### config.mk
export PLATFORM = sky130hd
export DESIGN_NAME = rsq_ctrl
export DESIGN_NICKNAME = d
export VERILOG_FILES = /design/src/design/rsq_pkg.sv /design/src/design/rsq_ctrl.sv
export SDC_FILE = /design/constraint.sdc
export NUM_CORES = 1
export LEC_CHECK = 0
export BUFFER_PORTS_ARGS = -buffer_cell sky130_fd_sc_hd__buf_2
export CORE_AREA = 2 2 39 41
export CTS_CLUSTER_DIAMETER = 200
export CTS_CLUSTER_SIZE = 10
export DETAILED_ROUTE_END_ITERATION = 8
export DIE_AREA = 0 0 41 43
export GPL_TIMING_DRIVEN = 0
export HOLD_SLACK_MARGIN = 0.15
export PLACE_DENSITY_LB_ADDON = 0.1
export SYNTH_ARGS = -nofsm -noshare
export SYNTH_HDL_FRONTEND = slang
export SYNTH_SLANG_ARGS = --single-unit
### constraint.sdc
create_clock -name clk -period 1.1 [get_ports clk]
set_input_delay 0.275 -clock clk [delete_from_list [all_inputs] [get_ports clk]]
set_output_delay 0.275 -clock clk [all_outputs]
set_load 0.1 [all_outputs]
### src/design/rsq_pkg.sv
// ----------------------------------------------------------------------------
// rsq_pkg
// Constants, codes and control types of the priority-sorted run queue.
// ----------------------------------------------------------------------------
package rsq_pkg;

    localparam int QUEUE_DEPTH   = 16;
    localparam int PRIORITY_BITS = 8;

    localparam int TASK_BITS     = 4;
    localparam int KIND_BITS     = 2;
    localparam int IN_PRIO_BITS  = 8;
    localparam int STATUS_BITS   = 2;
    localparam int OCC_OUT_BITS  = 5;
    localparam int OCC_BITS      = $clog2(QUEUE_DEPTH + 1);

    localparam logic [KIND_BITS-1:0] KIND_ENQUEUE = 2'd0;
    localparam logic [KIND_BITS-1:0] KIND_DEQUEUE = 2'd1;
    localparam logic [KIND_BITS-1:0] KIND_PEEK    = 2'd2;

    localparam logic [STATUS_BITS-1:0] STATUS_OK     = 2'd0;
    localparam logic [STATUS_BITS-1:0] STATUS_FULL   = 2'd1;
    localparam logic [STATUS_BITS-1:0] STATUS_ABSENT = 2'd2;

    typedef enum logic [0:0] {
        ST_IDLE,
        ST_EXEC
    } state_t;

    typedef struct packed {
        logic                   load_req;
        logic                   commit;
        logic                   apply;
        logic [STATUS_BITS-1:0] code;
    } dp_cmd_t;

    typedef struct packed {
        logic is_enq;
        logic is_deq;
        logic is_full;
        logic found;
    } dp_stat_t;

endpackage

### src/design/rsq_ctrl.sv
// ----------------------------------------------------------------------------
// rsq_ctrl
// Sequencer: accepts a transaction, lets the datapath settle, commits the
// update and the result register when the response slot is free.
// ----------------------------------------------------------------------------
module rsq_ctrl
    import rsq_pkg::*;
(
    input  logic     clk,
    input  logic     rst_n,
    input  logic     req_valid,
    output logic     req_ready,
    output logic     rsp_valid,
    input  logic     rsp_ready,
    output dp_cmd_t  cmd,
    input  dp_stat_t stat
);

    state_t state_reg, state_next;
    logic   out_valid_reg, out_valid_next;
    logic   slot_free;

    assign slot_free = !out_valid_reg || rsp_ready;

    always_comb
    begin
        state_next = state_reg;
        unique case (state_reg)
            ST_IDLE:
            begin
                if (req_valid)
                begin
                    state_next = ST_EXEC;
                end
            end
            ST_EXEC:
            begin
                if (slot_free)
                begin
                    state_next = ST_IDLE;
                end
            end
            default:
            begin
                state_next = ST_IDLE;
            end
        endcase
    end

    always_comb
    begin
        req_ready    = 1'b0;
        cmd.load_req = 1'b0;
        cmd.commit   = 1'b0;
        cmd.apply    = (stat.is_enq && !stat.is_full) || (stat.is_deq && stat.found);
        if (stat.is_enq && stat.is_full)
        begin
            cmd.code = STATUS_FULL;
        end
        else if (stat.is_deq && !stat.found)
        begin
            cmd.code = STATUS_ABSENT;
        end
        else
        begin
            cmd.code = STATUS_OK;
        end
        unique case (state_reg)
            ST_IDLE:
            begin
                req_ready    = 1'b1;
                cmd.load_req = req_valid;
            end
            ST_EXEC:
            begin
                cmd.commit = slot_free;
            end
            default:
            begin
                req_ready = 1'b0;
            end
        endcase
    end

    always_comb
    begin
        if (cmd.commit)
        begin
            out_valid_next = 1'b1;
        end
        else if (rsp_ready)
        begin
            out_valid_next = 1'b0;
        end
        else
        begin
            out_valid_next = out_valid_reg;
        end
    end

    assign rsp_valid = out_valid_reg;

    always_ff @(posedge clk or negedge rst_n)
    begin
        if (!rst_n)
        begin
            state_reg     <= ST_IDLE;
            out_valid_reg <= 1'b0;
        end
        else
        begin
            state_reg     <= state_next;
            out_valid_reg <= out_valid_next;
        end
    end

endmodule

==> metrics.txt <==
Detail Route Antenna Nets 0; Worst Path Max Fanout 2; clk_skew 0.00989 ns; final wirelength 417 µm; DP Wirelength 338 µm; Total Power 0.000777 W; crit path time final 1.37 ns; Clock Latency Late Sink 0.23 ns; failing checks negative setup slack; design area 430 µm²; Setup TNS -0.829 ns; Final Worst Setup Slack -0.272 ns; RD Place Congestion 0.472; Rows 14; R2R cell count 3; Net Count, Synth 22; Area Overhead vs Synth 219%; Synth Area per Inst 9.65 µm²; measured slew at the worst slew-check pin 0.280 ns; flops & latches, synth 2; Die ar. 1760 µm²; Final Cycle Share 125%; Max-cap violations 0; commonest non-fill, non-tap cells in the layout 6 x buf_12, 6 x buf_4, 5 x buf_2; die width 41 µm; Tot GR Track Use 6.42%; drt first pass iters 1; global route total overflow 0; Max Clk Rate 0.729 GHz; crit path launch type register; VDD IR-drop max 0.533 mV; Antenna diodes 0; Power Dens Cells 1810 nW/µm²; number of buffers created by CTS 3; I/O Buffers 14; Synth Instances 14; via count 182; Root Driver clkbuf_4; CP Capture Point cmd[3]; arrival time at the worst endpoint 1.10 ns; Worst R2R Setup Slack 0.23 ns; sequential cell area 55.1 µm²; CTS tree built; crit path launch rsp_valid; CP Capture Type primary output; core footprint 1380 µm²; Leakage 0.204 nW; vias per cell 3.43; vias in the first global route 186; synth unique cells 11; initial antenna violation count 0; R2R Path End state_reg; Mapped Area 135 µm²; clock slew at reported path FFs 0.04 ns; final setup violation count 5; reg2reg start state_reg; Slew Limit Fails 0; chip height 43 µm; outcome finished with violations; fin util 31.1%; area of the multi-input gates 95.1 µm²; htree depth 1; # DRC 0; CTS Buffer Depth 2; RSZ-0062 raised after global routing yes; Post-DP Area 263 µm²; sequential-to-total area share from yosys stat 37.0%; WHS 0.359 ns; Synth Warn # 0; Nets 46; Final Hold Fails 0; fill count 149; share of cells above drive strength 1 83.8%; WS Path Type reg -> out; Hold Path Class in -> async; Worst slew margin 81.5%; CTS sink cnt 2; wire per inst 7.87 µm; initial core utilization 9.76%; Iter 0 DRT Violations 0; CP Data Required Time 0.82 ns; I/O pin count 15; first-pass GRT wire length 621 µm; largest net degree at the start of global routing 4
-- power by group --
| part | total, W | internal (W) | switching (W) |
|---|---|---|---|
| combinational | 0.000482 | 0.000191 | 0.000291 |
| sequential | 0.000112 | 0.0000936 | 0.0000187 |
| clock | 0.000183 | 0.000135 | 0.0000478 |
| total | 0.000777 | 0.000419 | 0.000358 |
-- layout make-up --
type	instances	share of cell area [%]
inverter	2	2.62
timing repair buffer	20	51.7
sequential	2	12.8
multi-input combinational	9	22.1
tap	16	4.65
clock buffer	4	6.10
-- metal layers --
layer  track usage, %  wire, µm  vias to the layer above
li1                 -         -                       87
met1             2.88        93                       90
met2             9.69       296                        5
met3             4.71        27                        0
met4             10.0         0                        0
met5                0         0                        -
-- per-stage QoR --
step	worst slack, ns	instances
2_1_floorplan	-0.566	14
3_3_place_gp	-0.356	44
3_5_place_dp	-0.365	44
4_1_cts	-0.292	52
5_1_grt	-0.305	53
6_report	-0.272	53
-- repair_timing --
action | 4_1_cts | 5_1_grt
setup endpoints to repair | 7 | 6
resized for setup | 25 | 4
endpoints found under the hold margin | 2 | 0
setup buffers | 4 | 1
pin swaps | 2 | 2
hold buffers | 1 | 0
-- Yosys cell counts --
master | n | area share, %
and2_1 | 1 | 4.6
and2_4 | 1 | 6.5
buf_4 | 1 | 5.6
dfrtp_1 | 2 | 37
inv_1 | 2 | 5.6
nand2_1 | 2 | 5.6
nand2b_4 | 1 | 10
nor2b_2 | 1 | 6.5
nor3b_2 | 1 | 9.3
o21ai_0 | 1 | 3.7
o21bai_1 | 1 | 5.6
-- worst max-delay path, stage by stage (launching register included) --
cell and delay [ns]:
dfrtp_4 0.48, nand2b_4 0.08, and2_4 0.15, buf_12 0.16
-- how the worst min path moves through the flow --
stage               start        end  slack, ns  cells past startpoint
global route        rst_n  rsp_valid       0.37                      2
finish              rst_n  rsp_valid       0.36                      2
global placement    rst_n  state_reg       0.06                      1
detailed placement  rst_n  state_reg       0.06                      1
floorplan           rst_n  state_reg      -0.02                      0
CTS                 rst_n  rsp_valid       0.35                      2
-- logic make-up after synthesis --
family | synth area share, %
AO/OA/AOI/OAI | 9.26
flip-flops | 37.0
AND/OR/NAND/NOR | 42.6
buffers and inverters | 11.1
Note: power is estimated with default switching activity, not from simulation.
