<file path="src/design/rsq_pkg.sv">
// ----------------------------------------------------------------------------
// rsq_pkg
// Constants, codes and control types of the priority-sorted run queue.
// ----------------------------------------------------------------------------
package rsq_pkg;

    localparam int QUEUE_DEPTH   = 16;
    localparam int PRIORITY_BITS = 8;

    localparam int TASK_BITS     = 4;
    localparam int KIND_BITS     = 2;
    localparam int IN_PRIO_BITS  = 8;
    localparam int STATUS_BITS   = 2;
    localparam int OCC_OUT_BITS  = 5;
    localparam int OCC_BITS      = $clog2(QUEUE_DEPTH + 1);

    localparam logic [KIND_BITS-1:0] KIND_ENQUEUE = 2'd0;
    localparam logic [KIND_BITS-1:0] KIND_DEQUEUE = 2'd1;
    localparam logic [KIND_BITS-1:0] KIND_PEEK    = 2'd2;

    localparam logic [STATUS_BITS-1:0] STATUS_OK     = 2'd0;
    localparam logic [STATUS_BITS-1:0] STATUS_FULL   = 2'd1;
    localparam logic [STATUS_BITS-1:0] STATUS_ABSENT = 2'd2;

    typedef enum logic [0:0] {
        ST_IDLE,
        ST_EXEC
    } state_t;

    typedef struct packed {
        logic                   load_req;
        logic                   commit;
        logic                   apply;
        logic [STATUS_BITS-1:0] code;
    } dp_cmd_t;

    typedef struct packed {
        logic is_enq;
        logic is_deq;
        logic is_full;
        logic found;
    } dp_stat_t;

endpackage

</file>
<file path="src/design/rsq_datapath.sv">
// ----------------------------------------------------------------------------
// rsq_datapath
// Row of sorted queue cells with parallel compare, shift-in on enqueue and
// shift-out on dequeue, plus request, idle-task and result registers.
// ----------------------------------------------------------------------------
module rsq_datapath
    import rsq_pkg::*;
(
    input  logic                    clk,
    input  logic                    rst_n,
    input  logic                    cfg_wr_en,
    input  logic [TASK_BITS-1:0]    cfg_wr_data,
    input  logic [KIND_BITS-1:0]    req_kind,
    input  logic [TASK_BITS-1:0]    req_task,
    input  logic [IN_PRIO_BITS-1:0] req_priority,
    input  dp_cmd_t                 cmd,
    output dp_stat_t                stat,
    output logic [TASK_BITS-1:0]    head_task,
    output logic                    head_is_idle,
    output logic [STATUS_BITS-1:0]  status,
    output logic [OCC_OUT_BITS-1:0] occupancy
);

    logic [TASK_BITS-1:0]     idle_task_reg;
    logic [KIND_BITS-1:0]     kind_reg;
    logic [TASK_BITS-1:0]     task_reg;
    logic [PRIORITY_BITS-1:0] prio_reg;

    logic [TASK_BITS-1:0]     entry_task_reg [QUEUE_DEPTH];
    logic [PRIORITY_BITS-1:0] entry_prio_reg [QUEUE_DEPTH];
    logic [QUEUE_DEPTH-1:0]   entry_valid_reg;
    logic [OCC_BITS-1:0]      occ_reg;

    logic [TASK_BITS-1:0]     head_task_reg;
    logic                     head_idle_reg;
    logic [STATUS_BITS-1:0]   status_reg;
    logic [OCC_BITS-1:0]      occ_out_reg;

    logic [QUEUE_DEPTH-1:0]   lt;
    logic [QUEUE_DEPTH-1:0]   lt_prev;
    logic [QUEUE_DEPTH-1:0]   match;
    logic [QUEUE_DEPTH-1:0]   hit_before;
    logic [QUEUE_DEPTH-1:0]   up_valid;
    logic [QUEUE_DEPTH-1:0]   down_valid;
    logic [TASK_BITS-1:0]     up_task    [QUEUE_DEPTH];
    logic [PRIORITY_BITS-1:0] up_prio    [QUEUE_DEPTH];
    logic [TASK_BITS-1:0]     down_task  [QUEUE_DEPTH];
    logic [PRIORITY_BITS-1:0] down_prio  [QUEUE_DEPTH];

    logic [TASK_BITS-1:0]     enq_task   [QUEUE_DEPTH];
    logic [PRIORITY_BITS-1:0] enq_prio   [QUEUE_DEPTH];
    logic [QUEUE_DEPTH-1:0]   enq_valid;
    logic [TASK_BITS-1:0]     deq_task   [QUEUE_DEPTH];
    logic [PRIORITY_BITS-1:0] deq_prio   [QUEUE_DEPTH];
    logic [QUEUE_DEPTH-1:0]   deq_valid;

    logic [OCC_BITS-1:0]      occ_next;
    logic [TASK_BITS-1:0]     new_head;

    for (genvar g = 0; g < QUEUE_DEPTH; g++)
    begin : g_cell
        assign lt[g]    = entry_valid_reg[g] && (entry_prio_reg[g] < prio_reg);
        assign match[g] = entry_valid_reg[g] && (entry_task_reg[g] == task_reg);

        if (g == 0)
        begin : g_first
            assign lt_prev[g]    = 1'b1;
            assign hit_before[g] = 1'b0;
            assign up_valid[g]   = 1'b1;
            assign up_task[g]    = task_reg;
            assign up_prio[g]    = prio_reg;
        end
        else
        begin : g_rest
            assign lt_prev[g]    = lt[g-1];
            assign hit_before[g] = hit_before[g-1] | match[g-1];
            assign up_valid[g]   = entry_valid_reg[g-1];
            assign up_task[g]    = entry_task_reg[g-1];
            assign up_prio[g]    = entry_prio_reg[g-1];
        end

        if (g == QUEUE_DEPTH - 1)
        begin : g_last
            assign down_valid[g] = 1'b0;
            assign down_task[g]  = entry_task_reg[g];
            assign down_prio[g]  = entry_prio_reg[g];
        end
        else
        begin : g_inner
            assign down_valid[g] = entry_valid_reg[g+1];
            assign down_task[g]  = entry_task_reg[g+1];
            assign down_prio[g]  = entry_prio_reg[g+1];
        end

        always_comb
        begin
            if (lt[g])
            begin
                enq_task[g] = entry_task_reg[g];
                enq_prio[g] = entry_prio_reg[g];
            end
            else if (lt_prev[g])
            begin
                enq_task[g] = task_reg;
                enq_prio[g] = prio_reg;
            end
            else
            begin
                enq_task[g] = up_task[g];
                enq_prio[g] = up_prio[g];
            end
            enq_valid[g] = entry_valid_reg[g] | up_valid[g];

            if (hit_before[g] || match[g])
            begin
                deq_task[g]  = down_task[g];
                deq_prio[g]  = down_prio[g];
                deq_valid[g] = down_valid[g];
            end
            else
            begin
                deq_task[g]  = entry_task_reg[g];
                deq_prio[g]  = entry_prio_reg[g];
                deq_valid[g] = entry_valid_reg[g];
            end
        end
    end

    assign stat.is_enq  = (kind_reg == KIND_ENQUEUE);
    assign stat.is_deq  = (kind_reg == KIND_DEQUEUE);
    assign stat.is_full = entry_valid_reg[QUEUE_DEPTH-1];
    assign stat.found   = |match;

    always_comb
    begin
        occ_next = occ_reg;
        new_head = entry_task_reg[0];
        if (cmd.apply && stat.is_enq)
        begin
            occ_next = occ_reg + OCC_BITS'(1);
            new_head = enq_task[0];
        end
        else if (cmd.apply && stat.is_deq)
        begin
            occ_next = occ_reg - OCC_BITS'(1);
            new_head = deq_task[0];
        end
    end

    always_ff @(posedge clk or negedge rst_n)
    begin
        if (!rst_n)
        begin
            idle_task_reg   <= '0;
            entry_valid_reg <= '0;
            occ_reg         <= '0;
        end
        else
        begin
            if (cfg_wr_en)
            begin
                idle_task_reg <= cfg_wr_data;
            end
            if (cmd.commit && cmd.apply)
            begin
                entry_valid_reg <= stat.is_enq ? enq_valid : deq_valid;
                occ_reg         <= occ_next;
            end
        end
    end

    always_ff @(posedge clk)
    begin
        if (cmd.load_req)
        begin
            kind_reg <= req_kind;
            task_reg <= req_task;
            prio_reg <= PRIORITY_BITS'(req_priority);
        end
        if (cmd.commit && cmd.apply)
        begin
            for (int i = 0; i < QUEUE_DEPTH; i++)
            begin
                entry_task_reg[i] <= stat.is_enq ? enq_task[i] : deq_task[i];
                entry_prio_reg[i] <= stat.is_enq ? enq_prio[i] : deq_prio[i];
            end
        end
        if (cmd.commit)
        begin
            head_idle_reg <= (occ_next == '0);
            head_task_reg <= (occ_next == '0) ? idle_task_reg : new_head;
            status_reg    <= cmd.code;
            occ_out_reg   <= occ_next;
        end
    end

    assign head_task    = head_task_reg;
    assign head_is_idle = head_idle_reg;
    assign status       = status_reg;
    assign occupancy    = OCC_OUT_BITS'(occ_out_reg);

endmodule

</file>
<file path="config.mk">
export PLATFORM = sky130hd
export DESIGN_NAME = rsq_datapath
export DESIGN_NICKNAME = d
export VERILOG_FILES = /design/src/design/rsq_pkg.sv /design/src/design/rsq_datapath.sv
export SDC_FILE = /design/constraint.sdc
export NUM_CORES = 1
export LEC_CHECK = 0
export ABC_AREA = 1
export BUFFER_PORTS_ARGS = -buffer_cell sky130_fd_sc_hd__buf_2
export CORE_UTILIZATION = 45
export CTS_CLUSTER_SIZE = 30
export DETAILED_ROUTE_END_ITERATION = 10
export PLACE_DENSITY_LB_ADDON = 0.08
export SLEW_MARGIN = 0
export SYNTH_ARGS = -nofsm -noshare
export SYNTH_HDL_FRONTEND = slang
export SYNTH_SLANG_ARGS = --single-unit
export TNS_END_PERCENT = 10
</file>
<file path="constraint.sdc">
create_clock -name clk -period 3.1 [get_ports clk]
set_input_delay 0.62 -clock clk [delete_from_list [all_inputs] [get_ports clk]]
set_output_delay 0.62 -clock clk [all_outputs]
set_load 0.005 [all_outputs]
</file>
==> results of run 1 <==
[metal layers]
layer	wire (um)	up-vias
met4	706	0
met1	20000	6033
met3	1770	50
li1	-	6515
met2	19600	277
met5	0	-
[report_power, final]
group / total (uW) / leakage (uW) / internal [uW] / switching (uW)
Sequential: 4530 / 0.00233 / 4180 / 354
Clock: 3540 / 0.000488 / 2150 / 1390
Combinational: 3090 / 0.00480 / 1030 / 2060
Total: 11200 / 0.00762 / 7360 / 3810
[path summary, 6_finish.rpt]
check / startpoint / endpoint / slack [ns] / depth (start not counted)
hold reg to reg: entry_valid_reg[15]$_DFFE_PN0P_ / entry_valid_reg[15]$_DFFE_PN0P_ / 0.54 / 2
setup / recovery: task_reg[2]$_DFFE_PP_ / stat[0] / 0.13 / 9
min in group clk: req_priority[6] / prio_reg[6]$_DFFE_PP_ / 0.22 / 1
max in group asynchronous: rst_n / entry_valid_reg[13]$_DFFE_PN0P_ / 2.51 / 1
hold / removal: rst_n / idle_task_reg[0]$_DFFE_PN0P_ / 0.11 / 1
setup reg to reg: task_reg[2]$_DFFE_PP_ / entry_prio_reg[1][40]$_DFFE_PP_ / 0.40 / 14
[what timing repair did]
item                                    4_1_cts  5_1_grt
gates resized for setup                       1       12
endpoints found under the setup margin        1        1
setup buffers                                 0        9
cloned                                        0        2
[through the flow]
| stage | utilization, % | std cells |
|---|---|---|
| final | 50.9 | 2368 |
| after global routing | 50.9 | 2368 |
| after CTS | 50.5 | 2357 |
| after detailed placement | 47.6 | 2303 |
| after global placement | 47.6 | 2303 |
| after floorplan | - | 1855 |
[worst max-delay path, cell delays in order (launching register included)]
cell,delay [ns]
sky130_fd_sc_hd__edfxtp_1,0.50
sky130_fd_sc_hd__buf_12,0.20
sky130_fd_sc_hd__buf_4,0.14
sky130_fd_sc_hd__xnor2_1,0.11
sky130_fd_sc_hd__nand3_1,0.10
sky130_fd_sc_hd__buf_4,0.21
sky130_fd_sc_hd__nand4_1,0.10
sky130_fd_sc_hd__nor2_1,0.19
sky130_fd_sc_hd__nand2_1,0.09
sky130_fd_sc_hd__buf_2,0.13
[cell usage in the layout (no fill, tap or decap), types with 4 or more instances in the layout]
cell and count:
sky130_fd_sc_hd__nor2_2 4, sky130_fd_sc_hd__dfrtp_1 25, sky130_fd_sc_hd__inv_2 4, sky130_fd_sc_hd__ha_1 114
sky130_fd_sc_hd__buf_4 61, sky130_fd_sc_hd__o21a_1 18, sky130_fd_sc_hd__a21oi_1 223, sky130_fd_sc_hd__nand2_2 5
sky130_fd_sc_hd__nor2_1 73, sky130_fd_sc_hd__xnor2_1 6, sky130_fd_sc_hd__nand4_1 25, sky130_fd_sc_hd__xor2_1 6
sky130_fd_sc_hd__o21ai_1 30, sky130_fd_sc_hd__nand3b_1 6, sky130_fd_sc_hd__clkbuf_8 7, sky130_fd_sc_hd__clkinv_2 4
sky130_fd_sc_hd__buf_12 5, sky130_fd_sc_hd__nand3_1 45, sky130_fd_sc_hd__inv_1 238, sky130_fd_sc_hd__nand2_1 268
sky130_fd_sc_hd__nand3_2 13, sky130_fd_sc_hd__clkbuf_16 32, sky130_fd_sc_hd__o22ai_1 8, sky130_fd_sc_hd__o21ai_0 389
sky130_fd_sc_hd__edfxtp_1 218, sky130_fd_sc_hd__buf_2 41, sky130_fd_sc_hd__clkbuf_1 9
[cell families after synthesis]
kind of cell / count (synthesis)
simple gates: 443
buf+inv: 352
mux: 4
flops: 243
compound gates: 687
xor+xnor: 12
fa+ha+maj: 114
[cell type report]
cell class	count	area [um2]
clock buffers	47	906
clock inverters	7	83.8
fillers	3337	16900
inverters	246	937
multi-input cells	1260	7060
flip-flops and latches	243	7170
well taps	455	569
repair buffers	109	803
repair inverters	1	7.51
==> flow_results.org, run 1 <==
** STA
- Counting I/O delays and the setup requirement, the final critical path takes 2.97 ns.
- For this run, the top clock speed supported by timing is 337 MHz.
- Final-layout worst hold slack :: 0.109 ns
- In the finished design, the share of the clock period the worst path needs comes to between 90 and 100%.
- Setup Total Neg Slack :: 0 ns
- Across all setup checks in the final design, the least slack found is between 0.1 and 0.15 ns.
- Setup violations remaining at the end of the flow were counted as 0.
- Fin. max-slew vios :: 0
- At the pin with the least slew margin, the transition time is between 0.8 and 0.9 ns.
- Worst slew slack as a fraction of its limit :: 45.9%
- The hold violation total from the final report is 0.
- Between clock sinks in the finished design, the worst skew comes to 0.0202 ns.

** Run status
- Outcome :: finished, final reports clean

** Floorplanning
- From bottom edge to top edge, the die measures 189 um.
- The initial utilization of the core area, before any placement, comes to 45.5%.
- Measured along the x axis, the die boundary spans between 150 and 200 um.
- In this run the standard cell core region covers approximately 34000 um2.
- The floorplan has 68 rows.
- between 40 and 50 I/O pins were placed.
- Die Footprint :: 35600 um2

** Placement
- Buffers placed on the I/O ports in this run total 41.
- Worst setup timing slack at the placement stage :: 0.443 ns
- Sum of net half-perimeters after detailed placement :: 30100 um
- Summing all placed instances gives a cell area of 16400 um2.
- At the end of routability-driven placement, the weighted congestion stood at roughly 0.87.

** Clock tree
- Clock-pin slew was measured on the worst setup and hold paths at around 0.060 ns.
- Insertion delay to the later sink of the worst-skew pair :: 0.57 ns
- Clock tree from TritonCTS :: built
- CTS Hold Buffers Added :: 0
- In this run the clock root is driven by a sky130_fd_sc_hd__clkbuf_16.
- Buffers inserted during clock tree synthesis total 30.
- Clock buffer depth :: 3
- Clock sink count :: ~240
- H-tree levels :: 1

** Routing
- After detailed routing, the number of remaining DRC violations is 0.
- Number of iterations in the first detailed-routing pass :: 7
- DR vias :: roughly 13000
- WL per Instance :: 17.8 um
- Number of nets still failing antenna checks after routing :: 0
- Detailed-route vias per instance :: 5.44
- The routed design has about 42000 um of wire.
- Initial drt markers :: 1061

** Yosys
- Count of flip-flops with a built-in enable after synthesis :: 218
- Synthesized area :: 15700 um2
- Simple logic cell fraction of the synthesized area :: 12.2%
- Synthesized area divided by synthesized cell count :: 8.46 um2
- By instance count, the leading cell after synthesis is sky130_fd_sc_hd__o21ai_0.
- After synthesis, the largest family of logic cells by area is compound AO/OA/AOI/OAI gates.
- Synthesized instance count :: 1855
- The synthesized netlist devotes 22.7% of its cell area to compound gates.
- Share of the yosys chip area belonging to registers :: 45.7%
- The biggest area contributor in the post-synthesis netlist is sky130_fd_sc_hd__edfxtp_1.
- The number of nets handed over by synthesis was approximately 2000.
- Area contributors post-synth :: sky130_fd_sc_hd__edfxtp_1, sky130_fd_sc_hd__o21ai_0, sky130_fd_sc_hd__ha_1
- XOR/XNOR Fraction of Synth Area :: 0.670%
- Of all flip-flops after synthesis, the portion carrying an async set or reset was 10.3%.
- Commonest cells in the synthesized netlist :: sky130_fd_sc_hd__o21ai_0, sky130_fd_sc_hd__nand2_1, sky130_fd_sc_hd__inv_1
- The synthesized netlist contains 40 unique library cells.
- Share of cell area taken by muxes after synthesis :: less than 1%
- Portion of synthesized cell area occupied by the leading cell type :: about two fifths
- After Yosys synthesis, full adders, half adders and majority gates account for between 9 and 10% of the synthesized area.
- After synthesis the netlist holds a flip-flop and latch count of 243.
- Top_reg_cell synth :: sky130_fd_sc_hd__edfxtp_1
- Synth warnings :: 0

** Power
- Total design power :: around 11000 uW
- Max IR drop VDD :: 446 uV
- For this design the ratio of total power to cell area is roughly 640 nW/um2.
- Pleak :: 0.00762 uW

** Worst setup path
- Critical path data arrival time :: 2.35 ns
- The critical path is of the flip-flop to primary output type.
- Type of origin of the critical path :: flip-flop
- The worst setup path is captured at a primary output.
- In this run the worst path has a maximum fanout of 10.
- Data required time at the worst endpoint :: about 2.5 ns

** Layout
- From synthesis to final layout, the design area changed by 11.8%.
- The register with the most flip-flops in the layout has 128 of them.
- Fraction of layout instances using a drive strength above 1 :: 10.1%
- Number of nets in the final layout :: 2031
- ANT cells :: 0
- Final Cell Area :: around 18000 um2

** Hold path
- Hold crit path type :: input port to asynchronous set/reset pin

** Global route
- Met3 layer usage reported by global route :: 2.98%
- Overflow after GRT :: 0
- In the global route stage, met1 resource usage came out at 33.5%.
- Pin count of the biggest net entering global routing :: 196
- Busiest metal layer after global routing :: met2
- First-pass GRT wire length :: 67100 um
- Number of antenna violations at the first check in global routing :: 0
- Global routing used 23.5% of the available tracks.
- Global routing used around two fifths of the available met2 tracks.
- The number of global-route vias before repair came to approximately 12000.

** Run
- Max-cap violations :: 0
Power figures use the tool's default switching activity.
==> run 2: changes to the inputs <==
- ABC_AREA: 1 -> not set
- clock period: 3.1 -> 2.6 ns (I/O delays scaled with it)
==> run 2 against run 1 <==
The flow now finishes with violations (negative setup slack). Sequential share of layout area decreased by 4.5 points. Synthesized area increased by 1.5%. Synthesized cell count decreased by 9.5%. Non-clock buffer count increased by 164. Routed wire length increased by 19%. Register-to-register slack got worse by 0.59 ns. Clock power increased by 25%. Critical path depth unchanged. Via count increased by 9.2%. First-iteration DRC count increased by 16%.
==> flow_results.org, run 2 <==
** Power
- Flop pwr share :: between 30% and 40%
- VDD sags by at most ~570 uV.
- Power Internal :: 10100 uW
- For this design the ratio of total power to cell area is 789 nW/um2.
- Total power for the finished layout comes to roughly 16000 uW.
- Switching power of the nets :: ~5400 uW
- Switching share of power :: 34.9%
- Pleak :: 0.00766 uW
- The clock network accounts for 28.5% of the total power.
- In this run, the combinational gates consume 37.2% of the power.

** Routing
- For this run, design rule violations remaining after detail routing come to 0.
- Detailed-route vias per instance :: 6.04
- Number of iterations in the first detailed-routing pass :: 5
- Final wirelength :: roughly 50000 um
- Number of nets still failing antenna checks after routing :: 0
- In the final routed layout, each cell accounts on average for approximately 22 um.
- In this run, the number of DRC markers left after iteration 0 of detailed routing was about 1200.
- DR vias :: ~14000

** Yosys
- In this run, synthesis produced a sequential element count of 243.
- Synthesis produced about 1700 cells.
- Summing the areas of all and, or, nand and nor instances in the mapped netlist gives 16.0% of the synthesized area.
- The mapped netlist covers around 16000 um2.
- Counting every net in the synthesized netlist gives 1819.
- Among all cell types in the netlist, the one instantiated most often is sky130_fd_sc_hd__o21ai_0.
- After synthesis, the largest family of logic cells by area is compound AO/OA/AOI/OAI gates.
- Share of cell area taken by muxes after synthesis :: 1.61%
- Of all flip-flops after synthesis, the portion carrying an async set or reset was 10.3%.
- After Yosys synthesis, XOR and XNOR cells account for between 4 and 5% of the synthesized area.
- Count of flip-flops with a built-in enable after synthesis :: around 220
- Commonest cells in the synthesized netlist :: sky130_fd_sc_hd__o21ai_0, sky130_fd_sc_hd__edfxtp_1, sky130_fd_sc_hd__nor2_1
- The Yosys step of the flow raised 0 warnings.
- Compound-gate portion of the synthesized area :: 20.2%
- Count of unique library cells instantiated by Yosys :: 66
- Adder-cell area share of the yosys netlist :: 8.96%
- The share of the Yosys chip area taken by registers is a little under half.
- Yosys attributes the largest share of cell area to sky130_fd_sc_hd__edfxtp_1, sky130_fd_sc_hd__ha_1, sky130_fd_sc_hd__o21ai_0.
- Synthesized area divided by synthesized cell count :: 9.48 um2
- Dominant cell type by area after synthesis :: sky130_fd_sc_hd__edfxtp_1
- The synthesized design devotes to its leading area cell type 41.1% of total area.
- Top_reg_cell synth :: sky130_fd_sc_hd__edfxtp_1

** Layout
- Final cell count without fillers :: 2328
- Fraction of layout instances using a drive strength above 1 :: 22.4%
- Area growth from synthesis to layout :: 23.9%
- Leaving out fill and tap cells, the most frequent cells in the layout are sky130_fd_sc_hd__edfxtp_1, sky130_fd_sc_hd__o21ai_0, sky130_fd_sc_hd__buf_4, sky130_fd_sc_hd__nor2_1, sky130_fd_sc_hd__nand3_1.
- In the final design database the tool counted 1989 nets.
- Fill cells in the final layout number 3035.
- Max FFs per register :: 128
- Area occupied by multi-input gates :: between 8000 and 9000 um2
- The library cell used most frequently in the layout, excluding fill and tap cells, is sky130_fd_sc_hd__edfxtp_1.
- Measured on the finished design, the core utilization comes to a little under three fifths.
- The number of antenna diodes in the final layout is 0.
- Sequential standard cell area :: 7170 um2

** Global route
- Summed over all layers, the global routing overflow is 0.
- The number of global-route vias before repair came to 13400.
- Pin count of the biggest net entering global routing :: 174
- GRT Util Overall :: approximately 28%
- First-pass GRT wire length :: 77300 um
- The initial antenna violation count came to 0.

** Floorplanning
- Area inside the core boundary :: 34700 um2
- Number of I/O pins :: 42
- Die Footprint :: 36100 um2
- Once the floorplan was initialized, standard cells occupied 45.9% of the core.
- In this run the core area contains 68 standard-cell rows.
- Overall die height :: approximately 190 um
- Measured along the x axis, the die boundary spans 190 um.

** Worst setup path
- STA classifies the critical path startpoint as a flip-flop.
- Depth of the worst register-to-register path :: 11
- The worst setup path is of the flip-flop to primary output kind.
- At the worst endpoint, the arrival time is between 3 and 4 ns.
- In this design, the largest share of critical-path delay is due to simple AND/OR/NAND/NOR gates.
- Combined buffer and inverter count along the critical path :: 3
- The critical path crosses 9 cells after its start point.
- The slowest stage of the critical path is the sky130_fd_sc_hd__or4b_4 cell.
- Data required time at the worst endpoint :: roughly 2.1 ns
- Worst-path cell chain :: buf_4, buf_6, xor2_2, nor4_2, a41o_1, or4b_4, or3_4, or2_1, buf_2
- Maximum fanout along the worst path :: 3
- STA classifies the critical path endpoint as a primary output.
- On the worst path, the slowest cell contributes a delay of between 0.5 and 0.6 ns.

** STA
- Final period utilization :: 139%
- Setup repair after global routing could not meet its margin everywhere.
- On the final layout, the worst hold slack is 0.125 ns.
- Fmax :: 276 MHz
- At the pin with the least slew margin, the transition time is 0.707 ns.
- The final number of max-transition violations came to 0.
- Worst slew slack as a fraction of its limit :: 52.8%
- Setup violations remaining at the end of the flow were counted as roughly 110.
- Setup Total Neg Slack :: -15.54 ns
- For the finished layout, the period the worst path requires is between 3 and 4 ns.
- Hold Fails Final Rpt :: 0
- Worst clock skew :: 0.0271 ns
- Worst setup slack after layout :: -1.02 ns

** Clock tree
- Clock tree synthesis found a total of 243 sinks.
- Insertion delay to the later sink of the worst-skew pair :: 0.56 ns
- Root buffer cell :: sky130_fd_sc_hd__clkbuf_16
- TritonCTS created 30 clock buffers.
- TritonCTS built the clock tree.
- After clock tree synthesis, the clock-pin slew on the worst setup and hold paths is about 0.060 ns.
- H-tree levels :: 1
- The clock passes through at most 3 buffers.

** Run status
- The checks that failed: negative setup slack.
- The flow ran to the end, but the final reports show violations.

** Hold path
- Counting instances, the worst hold path has a depth of 1.
- Hold crit path type :: input port to flip-flop

** Placement
- The congestion estimate from routability-driven global placement came to roughly 0.87.
- Count of port buffers added during placement :: 41
- Once detailed placement completed, the half-perimeter wirelength came to 36600 um.
- Inst Count DP :: 2250

** Run
- The tool flagged a number of max-cap violations equal to 0.
-- run 2: cell types whose count changed in the layout (fill, tap and decap cells not counted), sizes merged, moves of 44 or more --
cell / before / now
buf: 108 / 271
nand2b: 0 / 44
a31oi: 3 / 159
nand3: 58 / 175
nor2: 78 / 197
a21oi: 223 / 45
inv: 245 / 20
o21ai: 423 / 227
nand2: 273 / 55
-- run 2: area by class of cell --
class / instances / share of cell area (%)
well taps: 455 / 2.89
inverters: 21 / 0.457
flip-flops and latches: 243 / 36.4
clock buffers: 37 / 4.20
clock inverters: 19 / 1.10
repair buffers: 273 / 11.9
multi-input cells: 1280 / 43.1
-- run 2: worst paths after layout --
| check | slack, ns | startpoint | to |
|---|---|---|---|
| worst max-delay path | -1.02 | task_reg[3]$_DFFE_PP_ | stat[0] |
| worst min-delay path | 0.13 | req_priority[2] | prio_reg[2]$_DFFE_PP_ |
| worst max register to register | -0.19 | task_reg[2]$_DFFE_PP_ | entry_task_reg[1][4]$_DFFE_PP_ |
| worst min register to register | 0.51 | occ_reg[4]$_DFFE_PN0P_ | occ_reg[4]$_DFFE_PN0P_ |
| max in group asynchronous | 1.63 | rst_n | entry_valid_reg[11]$_DFFE_PN0P_ |
| min in group asynchronous | 0.53 | rst_n | idle_task_reg[3]$_DFFE_PN0P_ |
-- run 2: routing by layer --
layer / vias up / part of all wire (%) / wire length, um / global-route usage, %
met4: 0 / 3.4 / 1720 / 9.21
met3: 104 / 7.0 / 3530 / 3.65
met5: - / 0 / 0 / 0
met1: 6745 / 47 / 23800 / 41.6
li1: 6679 / - / - / -
met2: 537 / 42 / 21100 / 40.8
-- run 2: cells by family after synthesis --
| group | Yosys count |
|---|---|
| muxes | 24 |
| and+or+nand+nor | 536 |
| xor gates and xnor gates | 73 |
| DFF | 243 |
| AOI/OAI and AO/OA | 533 |
| buffers and inverters | 156 |
| adders and majority gates | 114 |
-- run 2: through the flow --
| stage | area [um2] | worst slack (ns) |
|---|---|---|
| 3_5_place_dp | 18100 | -0.428 |
| 2_1_floorplan | 16000 | -0.0948 |
| 6_report | 19700 | -1.02 |
| 4_1_cts | 19300 | -1.01 |
| 3_3_place_gp | 18100 | -0.432 |
| 5_1_grt | 19700 | -1.12 |
-- run 2: repair_timing --
action                                  4_1_cts  5_1_grt
setup buffers                                 8       13
cloned                                        0        1
hold buffers                                  1        0
endpoints found under the setup margin      190      346
pin swaps                                    10       17
hold endpoints to repair                     14        0
resized for setup                            37       72
-- run 2: worst reg2reg max path, delay by kind of cell (launching register included) --
kind	cells	cell delay, ns
AOI/OAI and AO/OA	2	0.18
xor gates and xnor gates	1	0.17
buffers and inverters	5	0.78
DFF	1	0.49
and+or+nand+nor	3	0.82
-- run 2: power by group through the flow --
stage | Combinational (uW) | Clock (uW) | Sequential [uW]
final | 5790 | 4430 | 5340
after global routing | 6390 | 4630 | 5390
after CTS | 5500 | 4500 | 5330
after detailed placement | 5380 | 0 | 5400
after global placement | 5300 | 0 | 5400
after floorplan | 3380 | 0 | 5310
==> run 3: changes to the inputs <==
- BUFFER_PORTS_ARGS: -buffer_cell sky130_fd_sc_hd__buf_2 -> -buffer_cell sky130_fd_sc_hd__buf_4
- HOLD_SLACK_MARGIN: not set -> 0.06
==> run 3 against run 2 <==
The flow still finishes with violations (negative setup slack). Die area unchanged. Count of clock-buffer cells in the layout down 2. Register-to-register slack worse by 0.40 ns. Critical path type unchanged.
==> flow_results.org, run 3 (synthesis gave the netlist of run 2 again) <==
** Worst setup path
- Depth of the worst register-to-register path :: 19
- Kind of end point of the critical path :: primary output
- In this run the worst path has a maximum fanout of 4.
- The worst setup path is of the flip-flop to primary output kind.
- Data on the critical path arrives at its endpoint at 3.06 ns.
- At the worst endpoint, the required time is roughly 2.1 ns.
- Type of origin of the critical path :: flip-flop

** STA
- Transition time at the pin with the least slew margin :: between 0.7 and 0.8 ns
- Worst clock skew :: 0.0279 ns
- Of the available clock period, the critical path in the final layout requires 138%.
- Worst setup slack after layout :: -0.984 ns
- Fin. max-slew vios :: 0
- Counting I/O delays and the setup requirement, the final critical path takes 3.58 ns.
- Setup repair after global routing could not meet its margin everywhere.
- On the final layout, the worst hold slack is 0.132 ns.
- Hold Fails Final Rpt :: 0
- In this run the tightest slew margin relative to its limit is 51.2%.
- Setup violations remaining at the end of the flow were counted as 130.
- Based on the critical path, the design can be clocked at up to 279 MHz.

** Routing
- Number of nets still failing antenna checks after routing :: 0
- Initial drt markers :: 1431
- Final wirelength :: 49400 um
- Detailed-route vias per instance :: 6.00
- For this run, the detailed router's first-pass iteration total came to 6.
- In the routed design, unresolved DRC markers number 0.
- In the final routed layout, each cell accounts on average for 21.3 um.
- Across all layers, the routed design uses 13900 vias.

** Clock tree
- H-tree levels :: 1
- Clock sink count :: 243
- Clock buffer depth :: 3
- Clock tree from TritonCTS :: built
- Clock buffer count from CTS :: 30
- Clock-pin slew was measured on the worst setup and hold paths at 0.06 ns.
- Root buffer cell :: sky130_fd_sc_hd__clkbuf_16
- The clock reaches the later pin of the worst-skew pair after around 0.56 ns.

** Floorplanning
- Area inside the core boundary :: 34700 um2
- Number of I/O pins :: 42
- Width of the chip :: 190 um
- The initialized floorplan defines 68 standard-cell rows.
- Die Footprint :: approximately 36000 um2
- Overall die height :: 190 um
- Once the floorplan was initialized, standard cells occupied 45.9% of the core.

** Hold path
- Counting instances, the worst hold path has a depth of 1.
- The min-delay analysis places its worst path in the category input port to flip-flop.

** Power
- IR analysis of the VDD net gives a maximum drop of 531 uV.
- Total design power :: 15800 uW
- Pleak :: a little under 0.008 uW
- Power density over the cells :: 793 nW/um2

** Placement
- The number of placed instances, taps included, is about 2200.
- Sum of net half-perimeters after detailed placement :: 35400 um
- The congestion estimate from routability-driven global placement came to a little under 0.9.
- Area post-placement :: between 15000 and 20000 um2
- Count of port buffers added during placement :: 41

** Layout
- In the layout the commonest cells are sky130_fd_sc_hd__edfxtp_1, sky130_fd_sc_hd__o21ai_0, sky130_fd_sc_hd__buf_4, sky130_fd_sc_hd__nor2_1, sky130_fd_sc_hd__nand3_1.
- The area growth from synthesis to layout is 24.8%.
- Fraction of layout instances using a drive strength above 1 :: between 20% and 30%
- Final Cell Area :: 19900 um2
- Across the whole layout, storage elements account for roughly 7000 um2.
- Leading cell type in the layout, fill and taps excluded :: sky130_fd_sc_hd__edfxtp_1
- Count of filler cells inserted in the layout :: 2977
- ANT cells :: 0
- Summing all multi-input logic gate instances after layout gives 8450 um2.
- Number of nets in the final layout :: 1984
- The register with the most flip-flops in the layout has 128 of them.
- For this run, the number of standard cells in the final layout without fillers is 2323.

** Global route
- Global-route track usage on met1 :: 41.7%
- Busiest metal layer after global routing :: met1
- Met3 layer usage reported by global route :: under 10%
- The first global-routing pass estimated 76300 um of wire.
- Global routing usage on met2 :: 40.8%
- The initial antenna violation count is 0.
- The number of global-route vias before repair is between 10000 and 15000.
- Overflow after GRT :: 0
- Across every metal layer, demand over resource in global routing totals 27.2%.
- Pin count of the biggest net entering global routing :: 176

** Run
- Max-cap violations :: 0

** Run status
- Outcome :: finished with violations
- The checks that failed: negative setup slack.
-- run 3: cell type report --
cell class,instances,area share (%)
clock buffer,35,4.08
clock inverter,21,1.45
inverter,21,0.453
multi-input combinational,1280,42.5
sequential,243,36.1
tap,455,2.87
timing repair buffer,268,12.5
-- run 3: timing repair --
action                                 4_1_cts  5_1_grt
buffers inserted                             7       19
endpoints found under the hold margin       25        0
gates cloned                                 2        3
hold buffers                                 1        0
pin swaps                                    9       22
resized for setup                           33       73
setup endpoints to repair                  184      328
-- run 3: per-stage QoR --
stage,TNS [ns],utilization (%),setup slack (ns)
2_1_floorplan,-6.24,-,-0.0948
3_3_place_gp,-18.58,52.1,-0.436
3_5_place_dp,-29.04,52.1,-0.455
4_1_cts,-2.74,55.9,-0.977
5_1_grt,-40.57,57.2,-1.13
6_report,-19.72,57.2,-0.984
-- run 3: per-layer routing --
metal	wire length [um]	vias to the layer above
met3	3360	67
met5	0	-
li1	-	6658
met1	24100	6671
met2	21000	539
met4	898	0
-- run 3: critical path, cell delays in order, from the launching register on --
cell and delay [ns]:
sky130_fd_sc_hd__edfxtp_1 0.48, sky130_fd_sc_hd__buf_6 0.17, sky130_fd_sc_hd__xor2_1 0.14, sky130_fd_sc_hd__nor4_1 0.08, sky130_fd_sc_hd__nor4_2 0.35, sky130_fd_sc_hd__or4b_4 0.53, sky130_fd_sc_hd__or3_4 0.39, sky130_fd_sc_hd__or2_4 0.25
sky130_fd_sc_hd__buf_4 0.13
-- run 3: worst paths after layout --
| kind | to | from | slack [ns] |
|---|---|---|---|
| worst max-delay path | stat[0] | task_reg[3]$_DFFE_PP_ | -0.98 |
| worst min-delay path | prio_reg[4]$_DFFE_PP_ | req_priority[4] | 0.13 |
| worst max register to register | entry_valid_reg[11]$_DFFE_PN0P_ | task_reg[3]$_DFFE_PP_ | -0.59 |
| worst min register to register | occ_reg[4]$_DFFE_PN0P_ | occ_reg[4]$_DFFE_PN0P_ | 0.49 |
| max in group asynchronous | entry_valid_reg[4]$_DFFE_PN0P_ | rst_n | 1.88 |
| min in group asynchronous | entry_valid_reg[1]$_DFFE_PN0P_ | rst_n | 0.42 |
-- run 3: power by group --
group	switching (uW)	internal (uW)	total (uW)
Sequential	405	4930	5330
Clock	1720	2910	4630
Combinational	3300	2490	5790
Total	5420	10300	15800
